==> config.mk <==
export PLATFORM = sky130hd
export DESIGN_NAME = rpn_stack_mem
export DESIGN_NICKNAME = d
export VERILOG_FILES = /design/src/design/rpn_pkg.sv /design/src/design/rpn_stack_mem.sv
export SDC_FILE = /design/constraint.sdc
export NUM_CORES = 2
export LEC_CHECK = 0
export BUFFER_PORTS_ARGS = -buffer_cell sky130_fd_sc_hd__buf_2
export CORE_MARGIN = 10
export CORE_UTILIZATION = 45
export DETAILED_ROUTE_END_ITERATION = 8
export PLACE_DENSITY = 0.67
export SYNTH_ARGS = -nofsm -noshare
export SYNTH_HDL_FRONTEND = slang
export SYNTH_SLANG_ARGS = --single-unit
==> constraint.sdc <==
create_clock -name aclk -period 6 [get_ports aclk]
set_input_delay 1.5 -clock aclk [delete_from_list [all_inputs] [get_ports aclk]]
set_output_delay 1.5 -clock aclk [all_outputs]
set_load 0.01 [all_outputs]
==> src/design/rpn_pkg.sv <==
// Shared types and constants for the RPN stack calculator.
package rpn_pkg;

    localparam int DATA_W = 32;

    // Command codes carried by an input word.
    typedef enum logic [2:0] {
        CMD_PUSH    = 3'd0,
        CMD_ADD     = 3'd1,
        CMD_SUB     = 3'd2,
        CMD_MUL     = 3'd3,
        CMD_DIV     = 3'd4,
        CMD_POP     = 3'd5,
        CMD_INVALID = 3'd6
    } cmd_t;

    // Status codes carried by a result word.
    typedef enum logic [2:0] {
        ST_OK        = 3'd0,
        ST_OVERFLOW  = 3'd1,
        ST_UNDERFLOW = 3'd2,
        ST_DIVZERO   = 3'd3,
        ST_INVALID   = 3'd4,
        ST_HALTED    = 3'd5
    } status_t;

    // Control sequencer states.
    typedef enum logic [2:0] {
        S_IDLE,
        S_READ,
        S_DIV,
        S_FINISH
    } state_t;

endpackage

==> src/design/rpn_stack_mem.sv <==
// Stack storage: one write port and one read port with registered read data.
module rpn_stack_mem #(
    parameter int STACK_DEPTH = 128,
    parameter int AW          = 7
) (
    input  logic                        aclk,
    input  logic                        we,
    input  logic [AW-1:0]               waddr,
    input  logic [rpn_pkg::DATA_W-1:0]  wdata,
    input  logic                        re,
    input  logic [AW-1:0]               raddr,
    output logic [rpn_pkg::DATA_W-1:0]  rdata
);

    logic [rpn_pkg::DATA_W-1:0] mem [STACK_DEPTH];

    // Write port.
    always_ff @(posedge aclk) begin
        if (we) begin
            mem[waddr] <= wdata;
        end
    end

    // Read port with registered read data.
    always_ff @(posedge aclk) begin
        if (re) begin
            rdata <= mem[raddr];
        end
    end

endmodule

## After elaboration in Yosys (flattened, before gate mapping)

Memory sizes are Yosys's and may differ from the RTL's. A register that Yosys moved wholly into a read port is not among the register bits.
Index checks and enable logic that the tools add are counted.

| word-level totals | value |
|---|---|
| bits in registers | 0 |
| RAM bits | 4096 |
| input port bits | 49 |
| output and inout port bits | 32 |
| logic and storage cells | 3 |
| memories kept | 1 |

Memory list:

| name | words | bits a word | rd ports | clocked after Yosys merged registers in | write ports | line | source |
|---|---|---|---|---|---|---|---|
| mem | 128 | 32 | 1 | 1 | 1 | rpn_stack_mem.sv:15 | `logic [rpn_pkg::DATA_W-1:0] mem [STACK_DEPTH];` |

| cells by class | value |
|---|---|
| mux-type cells | 2 |

Operator list:

| operator | count |
|---|---|
| $mux 1 | 2 |

## Depth between registers and ports, before layout

| logic depth | value |
|---|---|
| depth after elaboration | 2 |
| gate-level depth with buffers | 8 |

## Worst setup path after synthesis

Ideal clock, no wire load.

| path | value |
|---|---|
| path type | input to register |
| start | input we |
| end | memory mem[98][0] (netlist name) (enable) |
| data arrival time | 4.278 ns |
| setup slack | 1.261 ns |
| cell stages on the path | 3 |
| cell sequence | clkbuf_1 -> nand4_1 -> nor3_1 |

| on the way | value |
|---|---|
| longest elaborated chain between the ends | 2 |

Ends and longest elaborated chain:

| element | line | source |
|---|---|---|
| from (decl) | rpn_stack_mem.sv:7 | `input logic we,` |
| $mux 1 | rpn_stack_mem.sv:19 | `if (we) begin` |
| $mux 1 (not written as such) | rpn_stack_mem.sv:20 | `mem[waddr] <= wdata;` |
| to (decl) | rpn_stack_mem.sv:15 |  |

No other way between the ends.

==> results.cfg <==
[drt]
via_count = 71800
drt_pass1_iterations = 6
detail_route.wl_per_cell_um = 36.2
drt_first_iter_violations = 11000
post-route-drc-count = 0
ant_nets = 0
routed_via_density = 6.26
wirelength_mm = 416

[synth]
yosys_warnings = 0
post_synth_cell_types = 16
mapped_nets = 6039
synth.yosys.seq_area_share_pct = 79.2
postSynthRegisterBits = 4128
syn_inst = 5990
postSynthAreaPerCell_um2 = 26.1
cell_area_synth_mm2 = 0.157

[finish]
syn2layout_area_growth_pct = 14.5
instances_no_fill = 11500
sequential_cell_area_mm2 = 0.124
finish.net_count = 6539
n_fill_cell = 25800
drive_gt1_share_pct = 36.5
postLayoutCoreUtil_pct = 51.7
multi_input_area_mm2 = 0.0323

[floorplan]
std_cell_rows = 216
floorplan.die.width_um = 610
design.die.area_mm2 = 0.372
floorplan.initialDensity_pct = 45.2
die_h_um = 610
core-area_mm2 = 0.346
io-pin-count = 81

[timing]
worst_slew_pin_slew_ns = 1.25
rsz_0062_raised_after_global_routing = false
setup-violations-final = 0
max_freq_mhz = 240
timing.clock.skew_ns = 0.0549
hold_violations = 0
slew_viol_final = 0
setup_tns_ns = 0
hold_ws_ns = 1.02
worst_case_headroom_to_the_max_slew_limit_pct = 16.5
layout_worst_path_cycle_share_pct = 69.4
final.min_clock_period_ns = 4.17

[grt]
via_count_of_the_first_global_routing_pass = 72500
antenna_found_initial = 76
gr_ovfl_total = 0
pin_count_of_the_biggest_net_entering_global_routing = 92
global_route_wire_length_before_repair_mm = 580
grt_util_all_layers_pct = 22.0

[clocking]
clock_tree_from_tritoncts = yes
post_cts.repair.setup_buffers = 0
clk_transition_reported_paths_ns = 0.07
clock_path_buffers = 4
h-tree-depth = 5
cts_hold_buf = 0
later_pin_clock_latency_in_the_skew_report_ns = 0.97
root_buffer = sky130_fd_sc_hd__clkbuf_16
tritoncts.num_buffers = 404
tritoncts_num_sinks = 4128
cts.repair.resized = 0

[critical_path]
worstPathArrival_ns = 4.86
critical_path.max_stage_delay_ns = 0.63
crit_slowest_cell = sky130_fd_sc_hd__mux4_2
worstPathCellList = buf_12 -> buf_12 -> buf_4 -> mux4_2 -> mux4_2 -> mux4_2 -> mux2_2
cp_data_required_time_ns = 6.70
path_max_fanout = 37
crit_path_end_kind = flop
kind_of_launch_point_of_the_worst_setup_path = primary input
worst-setup-path-type = primary input to flop
crit_path_frequent_cell = sky130_fd_sc_hd__mux4_2

[place]
buffer_ports.inserted = 80
post-place-cells = 10700
dp_hpwl_mm = 238
place_congestion = 0.835

[power_and_ir_drop]
power_density_mw_per_mm2 = 337
power.static_leakage_nw = 54.7
vdd_drop_max_mv = 0.272

[hold_path]
hold_crit_class = primary input to flop

[job]
maxCapViolations = 0

[status]
run_status = completed
==> stage by stage <==
stage	area (µm²)	setup slack, ns	power (mW)
6_report	179000	1.83	60.3
5_1_grt	179000	1.72	61.8
4_1_cts	179000	1.81	60.6
3_5_place_dp	166000	0.816	35.8
3_3_place_gp	166000	0.808	35.7
2_1_floorplan	157000	1.26	34.1
==> Yosys cell counts, drive strengths merged <==
cell type  instances  area (µm²)
edfxtp          4128      124000
mux4            1344       30300
clkbuf           182         683
buf              134         628
nor2             122         458
mux2              32         360
nand2             14        52.6
nand3             12        60.1
nor3               9        45.0
nor2b              7        43.8
nand4              3        18.8
nand2b             2        12.5
or3                1        6.26
==> placed cells by master, fill, tap and decap left out, types with 5 or more instances in the layout <==
cell and instances:
sky130_fd_sc_hd__buf_4 284, sky130_fd_sc_hd__edfxtp_1 4128, sky130_fd_sc_hd__nor2_4 119, sky130_fd_sc_hd__nand2_1 11, sky130_fd_sc_hd__buf_2 42, sky130_fd_sc_hd__bufinv_16 43, sky130_fd_sc_hd__nor3_2 9, sky130_fd_sc_hd__clkinv_4 6
sky130_fd_sc_hd__clkinvlp_4 16, sky130_fd_sc_hd__inv_6 5, sky130_fd_sc_hd__buf_12 80, sky130_fd_sc_hd__clkbuf_16 409, sky130_fd_sc_hd__nor2b_1 7, sky130_fd_sc_hd__clkinv_1 83, sky130_fd_sc_hd__mux2_2 32, sky130_fd_sc_hd__nand3_1 8
sky130_fd_sc_hd__clkbuf_1 81, sky130_fd_sc_hd__mux4_2 1344, sky130_fd_sc_hd__inv_16 8, sky130_fd_sc_hd__diode_2 79, sky130_fd_sc_hd__clkinv_2 75
==> sequential cells by signal, summed over array words and instances (netlist names) <==
| register | cells |
|---|---|
| mem | 4096 |
| rdata | 32 |
==> worst max-delay path, delay by kind of cell <==
| family | cells | cell delay, ns |
|---|---|---|
| buffers and inverters | 3 | 1.09 |
| multiplexers | 4 | 2.14 |
==> power by group <==
part	internal, mW	total [mW]	switching (mW)
logic	1.19	3.16	1.97
registers	31.9	32.0	0.105
clock network	14.4	25.2	10.8
total	47.5	60.3	12.9
==> cell type report <==
cell class	instances	share of cell area, %
Sequential cell	4128	69.2
Multi-Input combinational cell	1546	18.0
Clock buffer	490	5.88
Tap cell	4578	3.20
Timing Repair Buffer	410	2.23
Clock inverter	245	1.41
Antenna cell	79	0.110
==> cell families (layout without fill, tap and decap cells) <==
group	Yosys count	in the layout	share of synthesized area, %
AND/OR/NAND/NOR	170	170	0.445
multiplexers	1376	1376	19.6
other	0	79	0
buffers and inverters	316	1145	0.837
flip-flops	4128	4128	79.2
==> worst paths after layout <==
kind          startpoint  cells after the start  slack, ns          end
max             raddr[0]                      7       1.83    rdata[18]
min            wdata[29]                      1       1.02  mem[43][29]
max reg2reg   mem[85][0]                      4       3.15     rdata[0]
min reg2reg  mem[118][4]                      4       1.16     rdata[4]
==> layer usage <==
layer,vias up,global-route usage (%),wire [µm]
met5,-,0,215
met4,36,7.97,17300
met3,742,5.29,45900
met2,4216,35.3,200000
met1,39300,29.7,152000
li1,27500,-,-
No activity file was read; power rests on OpenSTA's default activity.
