<file path="src/design/rpn_pkg.sv">
// Shared types and constants for the RPN stack calculator.
package rpn_pkg;

    localparam int DATA_W = 32;

    // Command codes carried by an input word.
    typedef enum logic [2:0] {
        CMD_PUSH    = 3'd0,
        CMD_ADD     = 3'd1,
        CMD_SUB     = 3'd2,
        CMD_MUL     = 3'd3,
        CMD_DIV     = 3'd4,
        CMD_POP     = 3'd5,
        CMD_INVALID = 3'd6
    } cmd_t;

    // Status codes carried by a result word.
    typedef enum logic [2:0] {
        ST_OK        = 3'd0,
        ST_OVERFLOW  = 3'd1,
        ST_UNDERFLOW = 3'd2,
        ST_DIVZERO   = 3'd3,
        ST_INVALID   = 3'd4,
        ST_HALTED    = 3'd5
    } status_t;

    // Control sequencer states.
    typedef enum logic [2:0] {
        S_IDLE,
        S_READ,
        S_DIV,
        S_FINISH
    } state_t;

endpackage

</file>
<file path="src/design/rpn_divider.sv">
// Iterative signed divider, truncating toward zero, one quotient bit per cycle.
module rpn_divider (
    input  logic                        aclk,
    input  logic                        aresetn,
    input  logic                        start,
    input  logic [rpn_pkg::DATA_W-1:0]  dividend,
    input  logic [rpn_pkg::DATA_W-1:0]  divisor,
    output logic                        done,
    output logic [rpn_pkg::DATA_W-1:0]  quotient
);

    localparam int W  = rpn_pkg::DATA_W;
    localparam int SW = $clog2(W);

    logic          busy_reg;
    logic          done_reg;
    logic [SW-1:0] step_reg;
    logic [W:0]    rem_reg;
    logic [W-1:0]  quo_reg;
    logic [W-1:0]  den_reg;
    logic          neg_reg;

    logic [W-1:0]  mag_a;
    logic [W-1:0]  mag_b;
    logic [W:0]    rem_sh;
    logic [W:0]    diff;
    logic [W:0]    rem_next;
    logic [W-1:0]  quo_next;

    // Operand magnitudes at start.
    assign mag_a = dividend[W-1] ? (~dividend + W'(1)) : dividend;
    assign mag_b = divisor[W-1]  ? (~divisor + W'(1))  : divisor;

    // One restoring step: shift in the next dividend bit, subtract if it fits.
    always_comb begin
        rem_sh = {rem_reg[W-1:0], quo_reg[W-1]};
        diff   = rem_sh - {1'b0, den_reg};
        if (!diff[W]) begin
            rem_next = diff;
            quo_next = {quo_reg[W-2:0], 1'b1};
        end else begin
            rem_next = rem_sh;
            quo_next = {quo_reg[W-2:0], 1'b0};
        end
    end

    // Control: busy until the last step, then a one-cycle done pulse.
    always_ff @(posedge aclk) begin
        if (!aresetn) begin
            busy_reg <= 1'b0;
            done_reg <= 1'b0;
            step_reg <= '0;
        end else begin
            done_reg <= 1'b0;
            if (start) begin
                busy_reg <= 1'b1;
                step_reg <= '0;
            end else if (busy_reg) begin
                step_reg <= step_reg + SW'(1);
                if (step_reg == SW'(W - 1)) begin
                    busy_reg <= 1'b0;
                    done_reg <= 1'b1;
                end
            end
        end
    end

    // Datapath registers.
    always_ff @(posedge aclk) begin
        if (start) begin
            rem_reg <= '0;
            quo_reg <= mag_a;
            den_reg <= mag_b;
            neg_reg <= dividend[W-1] ^ divisor[W-1];
        end else if (busy_reg) begin
            rem_reg <= rem_next;
            quo_reg <= quo_next;
        end
    end

    assign done     = done_reg;
    assign quotient = neg_reg ? (~quo_reg + W'(1)) : quo_reg;

endmodule

</file>
<file path="config.mk">
export PLATFORM = sky130hd
export DESIGN_NAME = rpn_divider
export DESIGN_NICKNAME = d
export VERILOG_FILES = /design/src/design/rpn_pkg.sv /design/src/design/rpn_divider.sv
export SDC_FILE = /design/constraint.sdc
export NUM_CORES = 1
export LEC_CHECK = 0
export ABC_AREA = 1
export ABC_CLOCK_PERIOD_IN_PS = 6410
export BUFFER_PORTS_ARGS = -buffer_cell sky130_fd_sc_hd__buf_2
export CAP_MARGIN = 30
export CORE_UTILIZATION = 61
export CTS_CLUSTER_DIAMETER = 40
export DETAILED_ROUTE_END_ITERATION = 7
export PLACE_DENSITY = 0.84
export SETUP_SLACK_MARGIN = 0.2
export SYNTH_ARGS = -nofsm -noshare
export SYNTH_HDL_FRONTEND = slang
export SYNTH_SLANG_ARGS = --single-unit
</file>
<file path="constraint.sdc">
create_clock -name aclk -period 6.41 [get_ports aclk]
set_input_delay 1.6025 -clock aclk [delete_from_list [all_inputs] [get_ports aclk]]
set_output_delay 1.6025 -clock aclk [all_outputs]
set_load 0.005 [all_outputs]
</file>
# After elaboration in Yosys (flattened, before gate mapping)
# Index checks and enable logic that the tools add are counted.
totals:
  register_bits: 104
classes:
  add_sub_neg: 5
  n_eq_ne: 1
  mux: 11
  bitwise_logic: 6
  n_reduce_logical: 3
ops:
  columns: ["cell", "n"]
  rows:
  - ["$mux 32", 5]
  - ["$add 32x1->32 const B", 3]
  - ["$not 32->32", 3]
  - ["$sub 33x32->33", 1]
  - ["$mux 31", 1]
  - ["$add 5x1->5 const B", 1]
  - ["$eq 5x5->1 const B", 1]
  - ["$mux 1", 5]
  - ["$reduce_or 3->1", 1]
  - ["$not 1->1", 2]
  - ["$reduce_bool 2->1", 1]
  - ["$reduce_or 2->1", 1]
  - ["$xor 1x1->1", 1]

# Depth between registers and ports, before layout
depth:
  depth_word: 4
  depth_mapped: 18
  mapped_depth_nobuf: 17

# Least setup slack after synthesis
# Ideal clock, no wire load.
synth_timing:
  path_type: "flip-flop to output port"
  from: "register quo_reg[0]"
  to: "output port quotient[30] in the netlist's numbering"
  arrival_ns: 1.797
  t_required_ns: 4.807
  path_slack_ns: 3.011
  path_stages_with_launch: 13
  path_buffers: 0
  path_cell_list: "edfxtp_1 > inv_1 > ha_1 > inv_1 > nor3_1 > inv_1 > nor2_1 > nand2_1 > nor2_1 > nand2_1 > nor2_1 > o21ai_0 > xor2_1"
synth_between:
  elab_chain_len: 3
synth_rtl:
  columns: ["item", "line_no", "source"]
  rows:
  - ["start: declaration", "rpn_divider.sv:19", "logic [W-1:0] quo_reg;"]
  - ["start signal: assignment", "rpn_divider.sv:72", "quo_reg <= mag_a;"]
  - ["start signal: assignment", "rpn_divider.sv:77", "quo_reg <= quo_next;"]
  - ["$not 32->32", "rpn_divider.sv:82", "assign quotient = neg_reg ? (~quo_reg + W'(1)) : quo_reg;"]
  - ["$add 32x1->32", "rpn_divider.sv:82", null]
  - ["$mux 32", "rpn_divider.sv:82", null]
  - ["end: declaration", "rpn_divider.sv:9", "output logic [rpn_pkg::DATA_W-1:0] quotient"]
# Every way passes these cells.

# Final worst setup path
layout_timing:
  from: "register quo_reg[1]"
  to: "output port quotient[30] in the netlist's numbering"
# Same word-level chain as after synthesis.

==> impl_metrics.env <==
export IMPL_syn_cell_area_um2=9190
export IMPL_cp_max_fo=4
export IMPL_slew_violations=0
export IMPL_synthAdderAreaFrac_pct=5.25
export IMPL_timing_rr_start="quo_reg[31]$_DFFE_PP_"
export IMPL_initial_core_util_pct=62.8
export IMPL_synth_top_family_by_area="simple AND/OR/NAND/NOR gates"
export IMPL_path_clk_slew_ns=0.08
export IMPL_io_buffers=99
export IMPL_setup_violations=0
export IMPL_max_freq_mhz=226
export IMPL_maxSlewHeadroom_pct=40.4
export IMPL_max_cap_viol_count=0
export IMPL_p_switching_w=0.000597
export IMPL_combPwrFrac_pct=23.7
export IMPL_row_count=44
export IMPL_holdWs_ns=0.479
export IMPL_status="finished clean"
export IMPL_wl_per_cell_um=13.3
export IMPL_die_y_um=125
export IMPL_finalHoldViolCount=0
export IMPL_multiInputGateArea_um2=5190
export IMPL_grt_pass1_vias=8459
export IMPL_cts_made_buffers=9
export IMPL_rsz0062_at_grt="false"
export IMPL_fill_cells=1290
export IMPL_root_buffer="clkbuf_16"
export IMPL_min_period_ns=4.43
export IMPL_yosysTopAreaCell="edfxtp_1"
export IMPL_clock_latency_ns=0.36
export IMPL_postLayoutCellArea_um2=10100
export IMPL_finalSetupTns_ns=0
export IMPL_synth_cell_type_count=43
export IMPL_fin_crit_sh_pct=69.1
export IMPL_synth_seq_area_share_pct=29.7
export IMPL_post_drt_via_cell_ratio=5.28
export IMPL_syn_avg_cell_area_um2=6.31
export IMPL_p_sw_share_pct=32.7
export IMPL_worstSetupEndpointType="output pin"
export IMPL_grt_pass1_wl_mm=38.5
export IMPL_synth_compound_area_share_pct=6.67
export IMPL_min_path_type="reg2reg"
export IMPL_synthToLayoutAreaGrowth_pct=10.1
export IMPL_drc=0
export IMPL_dr_pass1_iters=5
export IMPL_synthSimpleGateAreaFrac_pct=35.9
export IMPL_crit_required_ns=4.81
export IMPL_drive_above_1_share_pct=9.83
export IMPL_clk_path_buf_depth=2
export IMPL_worst_slew_pin_slew_ns=0.889
export IMPL_cts_resized=0
export IMPL_yosysWarnings=0
export IMPL_startpoint="quo_reg[1]$_DFFE_PP_"
export IMPL_cts_setup_buffers=0
export IMPL_synth_nets=1561
export IMPL_htreeDepth=3
export IMPL_cts_sinks=104
export IMPL_p_per_area_nw_per_um2=181
export IMPL_clkPwrFrac_pct=32.2
export IMPL_cts_tree="done"
export IMPL_p_int_w=0.00123
export IMPL_fp_dieArea_um2=15600
export IMPL_finClkSkew_ns=0.0160
export IMPL_arrival_ns=2.83
export IMPL_post_place_ws_ns=2.41
export IMPL_placed_cell_area_um2=9790
export IMPL_seqCellArea_um2=2730
export IMPL_synth_top_area_share_pct=21.2
export IMPL_fin_nets=1647
export IMPL_grt_antenna_before_repair=0
export IMPL_p_seq_share_pct=44.1
export IMPL_coreArea_um2=14600
export IMPL_grt_max_degree=46
export IMPL_routed_wl_mm=23.1
export IMPL_p_leak_nw=5.42
export IMPL_holdCritStartpoint="rem_reg[4]$_SDFFE_PP0P_"
export IMPL_synthMuxAreaShare_pct=0
export IMPL_synth_xor_xnor_area_share_pct=8.57
export IMPL_hold_buffers=0
export IMPL_ir_drop_mv=0.165
export IMPL_start_kind="flop"
export IMPL_vias=9153
export IMPL_synthTopCellsByArea="edfxtp_1, nand2_1, inv_1"
export IMPL_setup_slack_ns=1.98
export IMPL_crit_type="reg2out"
export IMPL_grt_ovfl_total=0
export IMPL_floorplan_die_width_um=125
export IMPL_dp_hpwl_mm=18.3
export IMPL_detail_route_antenna_nets=0
export IMPL_drt_iter0_drc=702
export IMPL_ioPinCount=100
export IMPL_syn_instance_count=1456
export IMPL_grt_util_all_layers_pct=30.8
export IMPL_synth_seq_cells=104
export IMPL_gp_congestion=1.01
## critical path, stage by stage, from the launching register on
cell	delay, ns
edfxtp_1	0.43
inv_1	0.09
ha_1	0.14
inv_1	0.05
nor3_1	0.40
inv_1	0.08
nor2_1	0.14
nand2_1	0.12
nor2_1	0.24
nand2_1	0.11
nor2_1	0.22
o21ai_0	0.13
xor2_1	0.16
buf_2	0.13
## power by group through the flow
| stage | combinational, W | clock [W] | sequential (W) |
|---|---|---|---|
| 2_1_floorplan | 0.000281 | 0 | 0.000806 |
| 3_3_place_gp | 0.000417 | 0 | 0.000817 |
| 3_5_place_dp | 0.000423 | 0 | 0.000821 |
| 4_1_cts | 0.000427 | 0.000596 | 0.000805 |
| 5_1_grt | 0.000485 | 0.000617 | 0.000812 |
| 6_report | 0.000433 | 0.000588 | 0.000806 |
## per-layer routing
metal	vias to the layer above	GRT usage, %	share of wire (%)
met3	46	5.58	7.7
met5	-	0	0
met2	341	51.0	45
met4	0	10.8	2.4
met1	4105	40.2	45
li1	4661	-	-
## cells in the mapped netlist
master,count
or2_2,9
o21a_1,2
a21o_1,1
a21oi_2,1
nand2_4,4
or2_0,1
o21ai_1,2
nor3_4,1
dfxtp_1,39
ha_1,37
nor4_1,4
nor2_2,6
a211oi_1,1
nor2_1,119
inv_2,2
buf_8,1
a31oi_1,7
inv_1,291
a21oi_1,30
nand4_1,20
and2_1,5
buf_1,2
nor3_2,1
xor2_1,61
clkbuf_1,16
nand3_1,95
edfxtp_1,65
nor3_1,21
nand3_4,1
nand2_2,5
buf_6,4
clkinv_1,3
and3_1,2
nand3b_1,2
o21ai_0,68
buf_4,3
o31ai_1,3
buf_2,2
fa_1,1
o21bai_1,1
nand2_8,1
xnor2_1,29
nand2_1,487
## kinds of logic (layout without fill, tap and decap cells)
| family | count (synthesis) | after routing |
|---|---|---|
| AOI/OAI and AO/OA | 116 | 116 |
| other | 0 | 1 |
| and+or+nand+nor | 784 | 784 |
| adders and majority gates | 38 | 38 |
| buffers and inverters | 324 | 415 |
| DFF | 104 | 104 |
| xor gates and xnor gates | 90 | 90 |
## cells in the final DEF (no fill, tap or decap), types with 5 or more instances in the layout
| cell | Yosys | final |
|---|---|---|
| o21ai_0 | 68 | 68 |
| nor2_2 | 6 | 8 |
| nor3_1 | 21 | 21 |
| and2_1 | 5 | 5 |
| ha_1 | 37 | 37 |
| or2_2 | 9 | 9 |
| nor2_1 | 119 | 117 |
| nand4_1 | 20 | 20 |
| buf_2 | 2 | 99 |
| a31oi_1 | 7 | 7 |
| dfxtp_1 | 39 | 39 |
| edfxtp_1 | 65 | 65 |
| nand3_1 | 95 | 95 |
| clkbuf_16 | 0 | 10 |
| nand2_2 | 5 | 5 |
| nand2_1 | 487 | 487 |
| inv_1 | 291 | 291 |
| a21oi_1 | 30 | 30 |
| xor2_1 | 61 | 61 |
| xnor2_1 | 29 | 29 |
## per-stage QoR
step | utilization, % | power, W | cells
after global placement | 66.9 | 0.00123 | 1715
after CTS | 69.1 | 0.00183 | 1731
after detailed placement | 66.9 | 0.00124 | 1715
final | 69.1 | 0.00183 | 1732
after global routing | 69.1 | 0.00191 | 1731
after floorplan | - | 0.00109 | 1456
## final timing paths
check	end	slack, ns	depth (start not counted)
worst max-delay path	quotient[30]	1.98	13
worst min-delay path	rem_reg[4]$_SDFFE_PP0P_	0.48	2
worst max register to register	rem_reg[12]$_SDFFE_PP0P_	3.58	17
worst min register to register	rem_reg[4]$_SDFFE_PP0P_	0.48	2
## final cells by class
class / instances / share of cell area (%)
Clock buffer: 10 / 2.47
Inverter: 296 / 11.0
Antenna cell: 1 / 0.0247
Timing Repair Buffer: 103 / 5.19
Clock inverter: 6 / 0.705
Sequential cell: 104 / 27.0
Tap cell: 184 / 2.28
Multi-Input combinational cell: 1028 / 51.3
Power figures use the tool's default switching activity.
